==> src/rtl/fes_pkg.sv <==
`default_nettype none

package fes_pkg;

  // Semi-axis width used by the span arithmetic.
  localparam int AXIS_BITS  = 8;
  localparam int AA_W       = 2 * AXIS_BITS;
  localparam int NUM_W      = 4 * AXIS_BITS;
  localparam int REM_W      = AXIS_BITS + 1;
  localparam int DIV_CELLS  = AA_W;
  localparam int SQRT_CELLS = AXIS_BITS;

  localparam int ROW_W      = 9;
  localparam int POS_W      = 9;
  localparam int SEMI_W     = 8;
  localparam int COORD_W    = 11;
  localparam int COLOR_W    = 16;
  localparam int CFG_IDX_W  = 3;
  localparam int CFG_DATA_W = 16;

  localparam logic [POS_W-1:0] CENTER_RESET = POS_W'(120);

  typedef enum logic [CFG_IDX_W-1:0] {
    REG_CENTER_COL      = 3'd0,
    REG_CENTER_ROW      = 3'd1,
    REG_SEMI_VERTICAL   = 3'd2,
    REG_SEMI_HORIZONTAL = 3'd3,
    REG_FILL_COLOR      = 3'd4
  } cfg_reg_e;

  // Shape values seen by the arithmetic.
  typedef struct packed {
    logic [AXIS_BITS-1:0] a;
    logic [AXIS_BITS-1:0] b;
    logic [AA_W-1:0]      aa;
  } shape_t;

  // Per-request sideband that rides along the whole chain.
  typedef struct packed {
    logic signed [ROW_W-1:0] y;
    logic                    empty;
    logic                    kill;
  } side_t;

  typedef struct packed {
    side_t           side;
    logic [AA_W-1:0] p;
    logic [AA_W-1:0] low;
  } div_t;

  typedef struct packed {
    side_t                side;
    logic [REM_W-1:0]     rem;
    logic [AXIS_BITS-1:0] root;
    logic [AA_W-1:0]      val;
  } sqrt_t;

endpackage

`default_nettype wire

==> src/rtl/fes_front.sv <==
`default_nettype none

module fes_front import fes_pkg::*; (
  input  wire                     clk_i,
  input  wire                     rst_ni,
  input  wire shape_t             shape_i,
  input  wire                     valid_i,
  output logic                    ready_o,
  input  wire  signed [ROW_W-1:0] y_i,
  output logic                    valid_o,
  input  wire                     ready_i,
  output div_t                    data_o
);

  logic            va_q, vb_q;
  side_t           side_a_q, side_b_q;
  logic [AA_W-1:0] diff_q, bb_q;
  logic [NUM_W-1:0] num_q;

  logic            ready_a, ready_b;
  logic [ROW_W-1:0] y_u, ay;
  logic [AXIS_BITS-1:0] ay_a;
  logic [AA_W-1:0] yy;
  side_t           side_d;

  assign ready_b = !vb_q || ready_i;
  assign ready_a = !va_q || ready_b;
  assign ready_o = ready_a;

  always_comb begin
    y_u   = y_i;
    ay    = y_u[ROW_W-1] ? (~y_u + ROW_W'(1)) : y_u;
    ay_a  = AXIS_BITS'(ay);
    yy    = ay_a * ay_a;
    side_d.y     = y_i;
    side_d.empty = 32'(ay) > 32'(shape_i.a);
    side_d.kill  = side_d.empty || (shape_i.a == '0);
  end

  always_ff @(posedge clk_i or negedge rst_ni) begin
    if (!rst_ni) begin
      va_q <= 1'b0;
      vb_q <= 1'b0;
    end else begin
      if (ready_a) va_q <= valid_i;
      if (ready_b) vb_q <= va_q;
    end
  end

  always_ff @(posedge clk_i) begin
    if (ready_a && valid_i) begin
      side_a_q <= side_d;
      diff_q   <= shape_i.aa - yy;
      bb_q     <= shape_i.b * shape_i.b;
    end
    if (ready_b && va_q) begin
      side_b_q <= side_a_q;
      num_q    <= bb_q * diff_q;
    end
  end

  assign valid_o     = vb_q;
  assign data_o.side = side_b_q;
  assign data_o.p    = num_q[NUM_W-1:AA_W];
  assign data_o.low  = num_q[AA_W-1:0];

endmodule

`default_nettype wire

==> src/rtl/fes_div_cell.sv <==
`default_nettype none

module fes_div_cell import fes_pkg::*; (
  input  wire             clk_i,
  input  wire             rst_ni,
  input  wire [AA_W-1:0]  divisor_i,
  input  wire             valid_i,
  output logic            ready_o,
  input  wire div_t       data_i,
  output logic            valid_o,
  input  wire             ready_i,
  output div_t            data_o
);

  logic            valid_q;
  div_t            data_q, data_d;
  logic [AA_W:0]   t, dv;
  logic            ge;

  assign ready_o = !valid_q || ready_i;

  // One restoring step: shift in the next dividend bit, subtract if it fits.
  always_comb begin
    t  = {data_i.p, data_i.low[AA_W-1]};
    dv = {1'b0, divisor_i};
    ge = t >= dv;
    data_d.side = data_i.side;
    data_d.p    = ge ? AA_W'(t - dv) : t[AA_W-1:0];
    data_d.low  = {data_i.low[AA_W-2:0], ge};
  end

  always_ff @(posedge clk_i or negedge rst_ni) begin
    if (!rst_ni) begin
      valid_q <= 1'b0;
    end else if (ready_o) begin
      valid_q <= valid_i;
    end
  end

  always_ff @(posedge clk_i) begin
    if (ready_o && valid_i) data_q <= data_d;
  end

  assign valid_o = valid_q;
  assign data_o  = data_q;

endmodule

`default_nettype wire

==> src/rtl/fes_sqrt_cell.sv <==
`default_nettype none

module fes_sqrt_cell import fes_pkg::*; (
  input  wire        clk_i,
  input  wire        rst_ni,
  input  wire        valid_i,
  output logic       ready_o,
  input  wire sqrt_t data_i,
  output logic       valid_o,
  input  wire        ready_i,
  output sqrt_t      data_o
);

  logic             valid_q;
  sqrt_t            data_q, data_d;
  logic [REM_W+1:0] t, trial;
  logic             ge;

  assign ready_o = !valid_q || ready_i;

  // One root digit: bring down two radicand bits, try root*4+1.
  always_comb begin
    t     = {data_i.rem, data_i.val[AA_W-1:AA_W-2]};
    trial = (REM_W+2)'({data_i.root, 2'b01});
    ge    = t >= trial;
    data_d.side = data_i.side;
    data_d.rem  = ge ? REM_W'(t - trial) : REM_W'(t);
    data_d.root = {data_i.root[AXIS_BITS-2:0], ge};
    data_d.val  = {data_i.val[AA_W-3:0], 2'b00};
  end

  always_ff @(posedge clk_i or negedge rst_ni) begin
    if (!rst_ni) begin
      valid_q <= 1'b0;
    end else if (ready_o) begin
      valid_q <= valid_i;
    end
  end

  always_ff @(posedge clk_i) begin
    if (ready_o && valid_i) data_q <= data_d;
  end

  assign valid_o = valid_q;
  assign data_o  = data_q;

endmodule

`default_nettype wire

==> src/rtl/filled_ellipse_span_unit.sv <==
// Filled ellipse span unit: one horizontal span per row offset request.
// Pipeline: 27 register stages (2 front stages, 16 divider cells, 8 square root
//   cells, 1 output register).
// Throughput: one request per cycle unless span_ready_i stalls the output;
//   the cell chain, one bit a cell, sets it.
// Reset: asynchronous active low; clears all valid bits, centers go to 120,
//   semi-axes and color to 0.
`default_nettype none

module filled_ellipse_span_unit import fes_pkg::*; (
  input  wire                        clk_i,
  input  wire                        rst_ni,
  // configuration write port
  input  wire                        cfg_we_i,
  input  wire  [CFG_IDX_W-1:0]       cfg_index_i,
  input  wire  [CFG_DATA_W-1:0]      cfg_data_i,
  // row offset requests
  input  wire                        row_offset_valid_i,
  output logic                       row_offset_ready_o,
  input  wire  signed [ROW_W-1:0]    row_offset_i,
  // span results
  output logic                       span_valid_o,
  input  wire                        span_ready_i,
  output logic signed [COORD_W-1:0]  span_row_o,
  output logic signed [COORD_W-1:0]  span_left_o,
  output logic signed [COORD_W-1:0]  span_right_o,
  output logic        [COLOR_W-1:0]  span_color_o,
  output logic                       span_empty_o
);

  // ---------------------------------------------------------------------
  // Configuration registers. The user must write them only while no request is in
  // flight; the block itself does not enforce this. Every stage reads them directly.
  // ---------------------------------------------------------------------
  logic [POS_W-1:0]     center_col_q, center_row_q;
  logic [SEMI_W-1:0]    semi_vert_q, semi_horz_q;
  logic [COLOR_W-1:0]   fill_color_q;
  logic [AA_W-1:0]      aa_q;
  logic [AXIS_BITS-1:0] a_wr;
  shape_t               shape;

  // Square the new vertical semi-axis as it is written, so a*a is ready
  // together with a for a request accepted right after the write.
  assign a_wr = AXIS_BITS'(cfg_data_i[SEMI_W-1:0]);

  always_ff @(posedge clk_i or negedge rst_ni) begin
    if (!rst_ni) begin
      center_col_q <= CENTER_RESET;
      center_row_q <= CENTER_RESET;
      semi_vert_q  <= '0;
      semi_horz_q  <= '0;
      fill_color_q <= '0;
      aa_q         <= '0;
    end else if (cfg_we_i) begin
      case (cfg_reg_e'(cfg_index_i))
        REG_CENTER_COL:      center_col_q <= cfg_data_i[POS_W-1:0];
        REG_CENTER_ROW:      center_row_q <= cfg_data_i[POS_W-1:0];
        REG_SEMI_VERTICAL: begin
          semi_vert_q <= cfg_data_i[SEMI_W-1:0];
          aa_q        <= a_wr * a_wr;
        end
        REG_SEMI_HORIZONTAL: semi_horz_q  <= cfg_data_i[SEMI_W-1:0];
        REG_FILL_COLOR:      fill_color_q <= cfg_data_i[COLOR_W-1:0];
        default: ;
      endcase
    end
  end

  assign shape.a  = AXIS_BITS'(semi_vert_q);
  assign shape.b  = AXIS_BITS'(semi_horz_q);
  assign shape.aa = aa_q;

  // ---------------------------------------------------------------------
  // Front: |y|, inside test, b*b*(a*a - y*y).
  // ---------------------------------------------------------------------
  logic [DIV_CELLS:0]  div_valid, div_ready;
  div_t                div_bus [DIV_CELLS+1];

  fes_front u_front (
    .clk_i   (clk_i),
    .rst_ni  (rst_ni),
    .shape_i (shape),
    .valid_i (row_offset_valid_i),
    .ready_o (row_offset_ready_o),
    .y_i     (row_offset_i),
    .valid_o (div_valid[0]),
    .ready_i (div_ready[0]),
    .data_o  (div_bus[0])
  );

  // ---------------------------------------------------------------------
  // Divider chain: one quotient bit per cell, divisor a*a.
  // ---------------------------------------------------------------------
  for (genvar i = 0; i < DIV_CELLS; i++) begin : g_div
    fes_div_cell u_cell (
      .clk_i     (clk_i),
      .rst_ni    (rst_ni),
      .divisor_i (aa_q),
      .valid_i   (div_valid[i]),
      .ready_o   (div_ready[i]),
      .data_i    (div_bus[i]),
      .valid_o   (div_valid[i+1]),
      .ready_i   (div_ready[i+1]),
      .data_o    (div_bus[i+1])
    );
  end

  // ---------------------------------------------------------------------
  // Square root chain: the quotient enters as radicand, one root bit a cell.
  // ---------------------------------------------------------------------
  logic [SQRT_CELLS:0] sq_valid, sq_ready;
  sqrt_t               sq_bus [SQRT_CELLS+1];

  assign sq_valid[0]          = div_valid[DIV_CELLS];
  assign div_ready[DIV_CELLS] = sq_ready[0];
  assign sq_bus[0].side       = div_bus[DIV_CELLS].side;
  assign sq_bus[0].rem        = '0;
  assign sq_bus[0].root       = '0;
  assign sq_bus[0].val        = div_bus[DIV_CELLS].low;

  for (genvar j = 0; j < SQRT_CELLS; j++) begin : g_sqrt
    fes_sqrt_cell u_cell (
      .clk_i   (clk_i),
      .rst_ni  (rst_ni),
      .valid_i (sq_valid[j]),
      .ready_o (sq_ready[j]),
      .data_i  (sq_bus[j]),
      .valid_o (sq_valid[j+1]),
      .ready_i (sq_ready[j+1]),
      .data_o  (sq_bus[j+1])
    );
  end

  // ---------------------------------------------------------------------
  // Output register: place the span around the center. Rows outside the
  // ellipse, and every row when a is zero, get half width zero.
  // ---------------------------------------------------------------------
  logic                      out_valid_q;
  logic signed [COORD_W-1:0] row_q, left_q, right_q;
  logic [COLOR_W-1:0]        color_q;
  logic                      empty_q;
  logic                      out_load;
  sqrt_t                     last;
  logic [AXIS_BITS-1:0]      half_w;
  logic signed [COORD_W-1:0] y_ext, row_d, left_d, right_d;

  assign last                 = sq_bus[SQRT_CELLS];
  assign sq_ready[SQRT_CELLS] = !out_valid_q || span_ready_i;
  assign out_load             = sq_ready[SQRT_CELLS] && sq_valid[SQRT_CELLS];

  always_comb begin
    half_w  = last.side.kill ? '0 : last.root;
    y_ext   = COORD_W'(last.side.y);
    row_d   = COORD_W'($signed({2'b00, center_row_q}) + y_ext);
    left_d  = COORD_W'(32'(center_col_q) - 32'(half_w));
    right_d = COORD_W'(32'(center_col_q) + 32'(half_w));
  end

  always_ff @(posedge clk_i or negedge rst_ni) begin
    if (!rst_ni) begin
      out_valid_q <= 1'b0;
    end else if (sq_ready[SQRT_CELLS]) begin
      out_valid_q <= sq_valid[SQRT_CELLS];
    end
  end

  always_ff @(posedge clk_i) begin
    if (out_load) begin
      row_q   <= row_d;
      left_q  <= left_d;
      right_q <= right_d;
      color_q <= fill_color_q;
      empty_q <= last.side.empty;
    end
  end

  assign span_valid_o = out_valid_q;
  assign span_row_o   = row_q;
  assign span_left_o  = left_q;
  assign span_right_o = right_q;
  assign span_color_o = color_q;
  assign span_empty_o = empty_q;

  // ---------------------------------------------------------------------
  // Assertions
  // ---------------------------------------------------------------------
  a_empty_zero_width: assert property (@(posedge clk_i) disable iff (!rst_ni)
    span_valid_o && span_empty_o |-> span_left_o == span_right_o)
    else $error("empty span with nonzero width");

  a_stall_full_chain: assert property (@(posedge clk_i) disable iff (!rst_ni)
    !row_offset_ready_o |-> span_valid_o && !span_ready_i)
    else $error("request refused while the chain has a free slot");

  a_out_from_chain: assert property (@(posedge clk_i) disable iff (!rst_ni)
    $rose(span_valid_o) |-> $past(sq_valid[SQRT_CELLS]))
    else $error("span appeared without a finished request");

endmodule

`default_nettype wire
==> config.mk <==
export PLATFORM = sky130hd
export DESIGN_NAME = filled_ellipse_span_unit
export DESIGN_NICKNAME = d
export VERILOG_FILES = /design/src/rtl/fes_pkg.sv /design/src/rtl/fes_front.sv /design/src/rtl/fes_div_cell.sv /design/src/rtl/fes_sqrt_cell.sv /design/src/rtl/filled_ellipse_span_unit.sv
export SDC_FILE = /design/constraint.sdc
export NUM_CORES = 2
export LEC_CHECK = 0
export BUFFER_PORTS_ARGS = -buffer_cell sky130_fd_sc_hd__buf_2
export CORE_ASPECT_RATIO = 1.4
export CORE_MARGIN = 3
export CORE_UTILIZATION = 50
export CTS_CLUSTER_DIAMETER = 200
export DETAILED_ROUTE_END_ITERATION = 10
export PLACE_DENSITY = 0.65
export SLEW_MARGIN = 10
export SYNTH_ARGS = -nofsm -noshare
export SYNTH_HDL_FRONTEND = slang
export SYNTH_SLANG_ARGS = --single-unit
==> constraint.sdc <==
create_clock -name clk_i -period 5.6 [get_ports clk_i]
set_clock_uncertainty 0.05 [all_clocks]
set_input_delay 0.28 -clock clk_i [delete_from_list [all_inputs] [get_ports clk_i]]
set_output_delay 0.28 -clock clk_i [all_outputs]
set_load 0.01 [all_outputs]
## Yosys cells after proc, flatten, opt, wreduce, memory -nomap -nowiden

Index checks and enable logic that the tools add are counted.

| storage, ports and cells | value |
|---|---|
| output and inout port bits | 52 |
| logic and storage cells | 347 |
| memories | 0 |
| latch bits | 0 |
| flip-flop bits (word level) | 1138 |
| input port bits | 33 |
| ROM bits | 0 |
| memory bits (writable) | 0 |

| operators by class | value |
|---|---|
| reductions and logical operators | 89 |
| $mul | 4 |
| $lt $le $gt $ge | 25 |
| equal/unequal tests | 4 |
| bitwise gates (word level) | 1 |
| add/sub/neg operators | 27 |
| multiplexer cells | 24 |
| shift-type cells | 0 |
| divide/modulo/power cells | 0 |

Operators with widths:

| operator | number |
|---|---|
| greater-or-equal comparator 17 x 16 -> 1 bit | 16 |
| subtractor 16 bit | 16 |
| 2-to-1 mux 16 bit | 15 |
| 2-to-1 mux 9 bit | 7 |
| multiplier 8 x 8 -> 16 bit | 3 |
| multiplier 16 x 16 -> 32 bit | 1 |
| logical OR 1 bit | 28 |
| logical AND 1 bit | 27 |
| logical NOT 1 bit | 27 |
| adder 10 x 9 -> 11 bit | 1 |
| greater-or-equal comparator 11 x 3 -> 1 bit | 1 |
| greater-or-equal comparator 11 x 4 -> 1 bit | 1 |
| greater-or-equal comparator 11 x 5 -> 1 bit | 1 |
| greater-or-equal comparator 11 x 6 -> 1 bit | 1 |
| greater-or-equal comparator 11 x 7 -> 1 bit | 1 |
| greater-or-equal comparator 11 x 8 -> 1 bit | 1 |
| greater-or-equal comparator 11 x 9 -> 1 bit | 1 |
| adder 9 x 8 -> 10 bit | 1 |
| AND reduction 2 bit | 5 |
| subtractor 9 x 8 -> 10 bit | 1 |
| adder 9 x 1 -> 9 bit, second input constant | 1 |
| greater-than comparator 9 x 8 -> 1 bit | 1 |
| inverter 9 bit | 1 |
| subtractor 9 x 3 -> 9 bit | 1 |
| 14 further kinds | 15 |

## Longest topological paths before layout

| logic depth | value |
|---|---|
| word-level depth | 29 |
| mapped depth | 25 |
| mapped depth without buffers | 25 |

## By module

A second synthesis with hierarchy kept.

| unflattened totals | value |
|---|---|
| cells, all modules | 6254 |
| area, all modules | 75951.6 sq um |

Modules (own cells, without submodules):

| module | area each (sq um) | times used | seq. area each (sq um) | cells each |
|---|---|---|---|---|
| fes_div_cell (g_div[0].u_cell ...) | 2406.1 | 11 | 1316.3 | 188 |
| fes_front | 15149.5 | 1 | 2602.5 | 1577 |
| fes_sqrt_cell | 1878.1 | 8 | 1286.2 | 123 |
| fes_div_cell (g_div[5].u_cell ...) | 2514.9 | 5 | 1316.3 | 206 |
| filled_ellipse_span_unit | 6736.5 | 1 | 3047.9 | 595 |

## Worst setup path before layout

No wires, ideal clock.

| path | value |
|---|---|
| path type | reg-to-reg |
| start | register u_front.diff_q[9] |
| end | register u_front.num_q[31], data pin |
| setup time | 0.174 ns |
| cell stages (with the launch flop) | 23 |
| required time | 5.376 ns |
| arrival | 5.919 ns |
| path slack | -0.543 ns |
| period minus slack after synthesis | 6.143 ns |
| path buffers | 2 |
| cells stage by stage | edfxtp_1 -> clkbuf_1 -> nand2_1 -> fa_1 -> inv_1 -> fa_1 -> inv_1 -> fa_1 -> inv_1 -> fa_1 -> fa_1 -> inv_1 -> fa_1 -> inv_1 -> ha_1 -> clkbuf_1 -> nand3_1 -> o41ai_2 -> a41o_1 -> nand4_1 -> a31oi_1 -> nor4_1 -> a311oi_1 |

| on the way | value |
|---|---|
| word-level cells in the longest chain between the ends | 1 |

RTL lines:

| element | RTL line | text |
|---|---|---|
| start: declaration | fes_front.sv:17 | `logic [AA_W-1:0] diff_q, bb_q;` |
| start signal: assignment | fes_front.sv:53 | `diff_q <= shape_i.aa - yy;` |
| multiplier 16 x 16 -> 32 bit | fes_front.sv:58 | `num_q <= bb_q * diff_q;` |
| end signal: assignment | fes_front.sv:58 |  |
| end: declaration | fes_front.sv:18 | `logic [NUM_W-1:0] num_q;` |

No other way between the ends.
A chain may end at the register's enable or synchronous reset.

## Worst setup path in the final report

| path | value |
|---|---|
| start | register u_front.diff_q[6] |
| end | register u_front.num_q[31], data pin |

The elaborated chain is that of the path after synthesis.

==> flow_summary.yaml <==
critical_path:
  cp_cell_sequence: "buf_6 > buf_6 > and2_4 > fa_1 > inv_1 > fa_1 > inv_1 > fa_1 > fa_1 > fa_1 > inv_1 > fa_1 > inv_1 > ha_4 > nand3_2 > o41ai_4 > a41o_1 > nand4_1 > a31oi_2 > buf_4 > a311oi_1"
  crit_buf_inv: 7
  slowest_stage: "fa_1"
  crit_top_cell: "fa_1"
  crit_arrival_ps: 6470
  critPathTopFamily: "adder cells"
  critical_path_class: "reg2reg"
  slowest_delay_ps: 560
  worstPathRequired_ps: 6000
  path_max_fanout: 6
  cp-start-kind: "register"
  cp-end-kind: "register"
cells_and_area:
  drive_above_1_share_pct: 17.2
  fill_cells: 10500
  fin_nets: 6377
  area_growth_pct: 13.9
grt:
  grt_pass1_wl_um: 224000
  grt_start_max_net_pins: 49
  grt_pass1_vias: 41100
  overflow: 0
  track_usage_pct: 21.8
  antenna_found_initial: 3
synth:
  ys.flop_type: "edfxtp_1"
  synth_top_area_share_pct: 48.3
  async_reset_ff_share_pct: 8.04
  synthTopCellsByCount: "1041 x edfxtp_1, 571 x inv_1, 547 x ha_1, 332 x nand2_1, 275 x fa_1"
  ys_types: 79
  synth_enable_flop_cells: 1041
  yosysTopAreaCell: "edfxtp_1"
  ys_ff_latch: 1132
  synthCells: 5088
  syn_area_per_cell_um2: 12.7
  synthTopCellsByArea: "edfxtp_1 48%, ha_1 11%, fa_1 8.5%"
  yosys.cell_count.top_type: "edfxtp_1"
  syn_area_um2: 64800
  yosys_warnings: 0
  seq_area_frac_synth_pct: 51.8
clocking:
  clock_latency_ps: 740
  tritoncts: "done"
  htreeDepth: 3
  clk_pin_slew_ps: 70
  cts_sinks: 1132
  numCtsBuffers: 109
  clockRootBuffer: "clkbuf_16"
  clockBufferDepth: 3
status:
  outcome: "complete, but fails checks"
  violations: "setup timing"
die:
  die_y_um: 432
  initial_utilization_pct: 50.6
  core.rowCount: 155
  core_area_um2: 128000
  io_pins: 85
  chipWidth_um: 310
  die_area_um2: 134000
sta:
  fin_crit_ps: 6080
  slew_headroom_pct: 22.8
  drv_slew: 0
  rsz0062_at_grt: "true"
  setup_ws_ps: -476
  finalCritPeriodShare_pct: 109
  worst_pin_slew_ps: 1160
  max_freq_mhz: 165
  setup_viol: 17
  hold_viol_final: 0
drt:
  drt_iter0_drc: 2014
  viasPerCell: 5.42
  ant_nets: 0
  drc: 0
  drt_pass1_iterations: 5
  vias: 39400
  wire_per_inst_um: 19.8
  drt-total-wl_um: 144000
flow_run:
  maxCapViolations: 0
placement:
  portBuffers: 83
  place_hpwl_um: 110000
  place_ws_ps: -679
  gp_congestion: 0.887
min_path:
  hold_path_class: "in2reg"
per-layer routing:
| metal | wire, um | part of all wire, % | vias to the layer above | GRT usage (%) |
|---|---|---|---|---|
| li1 | - | - | 18900 | - |
| met5 | 0 | 0 | - | 0 |
| met4 | 5460 | 3.8 | 0 | 8.15 |
| met2 | 79000 | 55 | 653 | 42.0 |
| met3 | 4460 | 3.1 | 264 | 2.62 |
| met1 | 54900 | 38 | 19600 | 24.2 |
metrics by stage:
stage / cells / TNS [ps] / hold WS [ps] / area (um^2) / utilization (%)
6_report: 7269 / -4670 / 65.3 / 73800 / 57.6
5_1_grt: 7266 / -8080 / 36.9 / 73800 / 57.6
4_1_cts: 7253 / -4350 / 4.15 / 73500 / 57.4
3_5_place_dp: 7002 / -6430 / 308 / 69100 / 54.0
3_3_place_gp: 7002 / -5380 / 317 / 69100 / 54.0
2_1_floorplan: 5099 / -592 / -65.6 / 65000 / -
worst paths after layout:
path / startpoint / endpoint / slack (ps) / cells past startpoint
worst max-delay path: u_front.diff_q[6]$_DFFE_PP_ / u_front.num_q[31]$_DFFE_PP_ / -480 / 21
max in group asynchronous: rst_ni / u_front.va_q$_DFFE_PN0P_ / 4260 / 3
worst min register to register: g_div[0].u_cell.data_o[9]$_DFFE_PP_ / g_div[1].u_cell.data_o[10]$_DFFE_PP_ / 350 / 0
worst min-delay path: cfg_data_i[6] / center_row_q[6]$_DFFE_PN1P_ / 70 / 2
worst max register to register: u_front.diff_q[6]$_DFFE_PP_ / u_front.num_q[31]$_DFFE_PP_ / -480 / 21
min in group asynchronous: rst_ni / center_col_q[8]$_DFFE_PN0P_ / 80 / 2
worst register-to-register path, cell delays in order (launching register included):
cell and delay (ps):
edfxtp_1 430, buf_6 160, buf_6 110, and2_4 130, fa_1 540, inv_1 60
fa_1 560, inv_1 70, fa_1 480, fa_1 510, fa_1 500, inv_1 60
fa_1 530, inv_1 60, ha_4 310, nand3_2 90, o41ai_4 370, a41o_1 260
nand4_1 140, a31oi_2 190, buf_4 140, a311oi_1 80
sequential cells by signal, summed over array words and instances (netlist names), 9 cells and up:
register and cells:
g_sqrt.u_cell.data_o 237, g_div.u_cell.data_o 672, g_div.u_cell.valid_o 16, center_col_q 9
fill_color_q 16, span_left_o 10, aa_q 14, center_row_q 9
u_front.side_a_q 11, span_right_o 9, u_front.bb_q 15, span_color_o 16
span_row_o 11, u_front.diff_q 16, u_front.data_o 11, u_front.num_q 32
kinds of logic (layout without fill, tap and decap cells):
family	count (synthesis)	in the layout	synth area share, %
xor gates and xnor gates	309	309	4.18
other	2	16	0.0116
adders and majority gates	822	822	19.1
muxes	249	249	4.35
and+or+nand+nor	1173	1173	9.04
DFF	1132	1132	51.8
buffers and inverters	653	1172	3.94
AOI/OAI and AO/OA	748	748	7.62
final cells by class:
cell class | instances | area (um^2) | share of cell area [%]
Antenna cell | 3 | 7.51 | 0.0102
Clock buffer | 122 | 2840 | 3.85
Clock inverter | 85 | 1020 | 1.39
Inverter | 571 | 2140 | 2.91
Multi-Input combinational cell | 3314 | 29200 | 39.6
Sequential cell | 1132 | 33500 | 45.5
Tap cell | 1648 | 2060 | 2.79
Timing Repair Buffer | 394 | 2910 | 3.94
layout by cell type (no fill, tap or decap), types with 102 or more instances in the layout:
master,n
nand2_1,330
fa_1,264
a21oi_1,181
buf_4,268
edfxtp_1,1041
inv_1,562
clkbuf_16,111
and2_1,152
nor2_1,256
a21o_1,102
mux2_2,222
xnor2_1,212
ha_1,535
o21ai_0,155
timing repair:
action	CTS	global route
hold buffers	27	0
buffers inserted	18	12
pin swaps	21	41
endpoints found under the hold margin	84	0
setup endpoints to repair	17	22
gates cloned	0	1
gates resized for setup	47	44
Power is left out: the tool's default activity adds up to more than one toggle a clock period on the data nets, which glitch-free logic cannot reach.
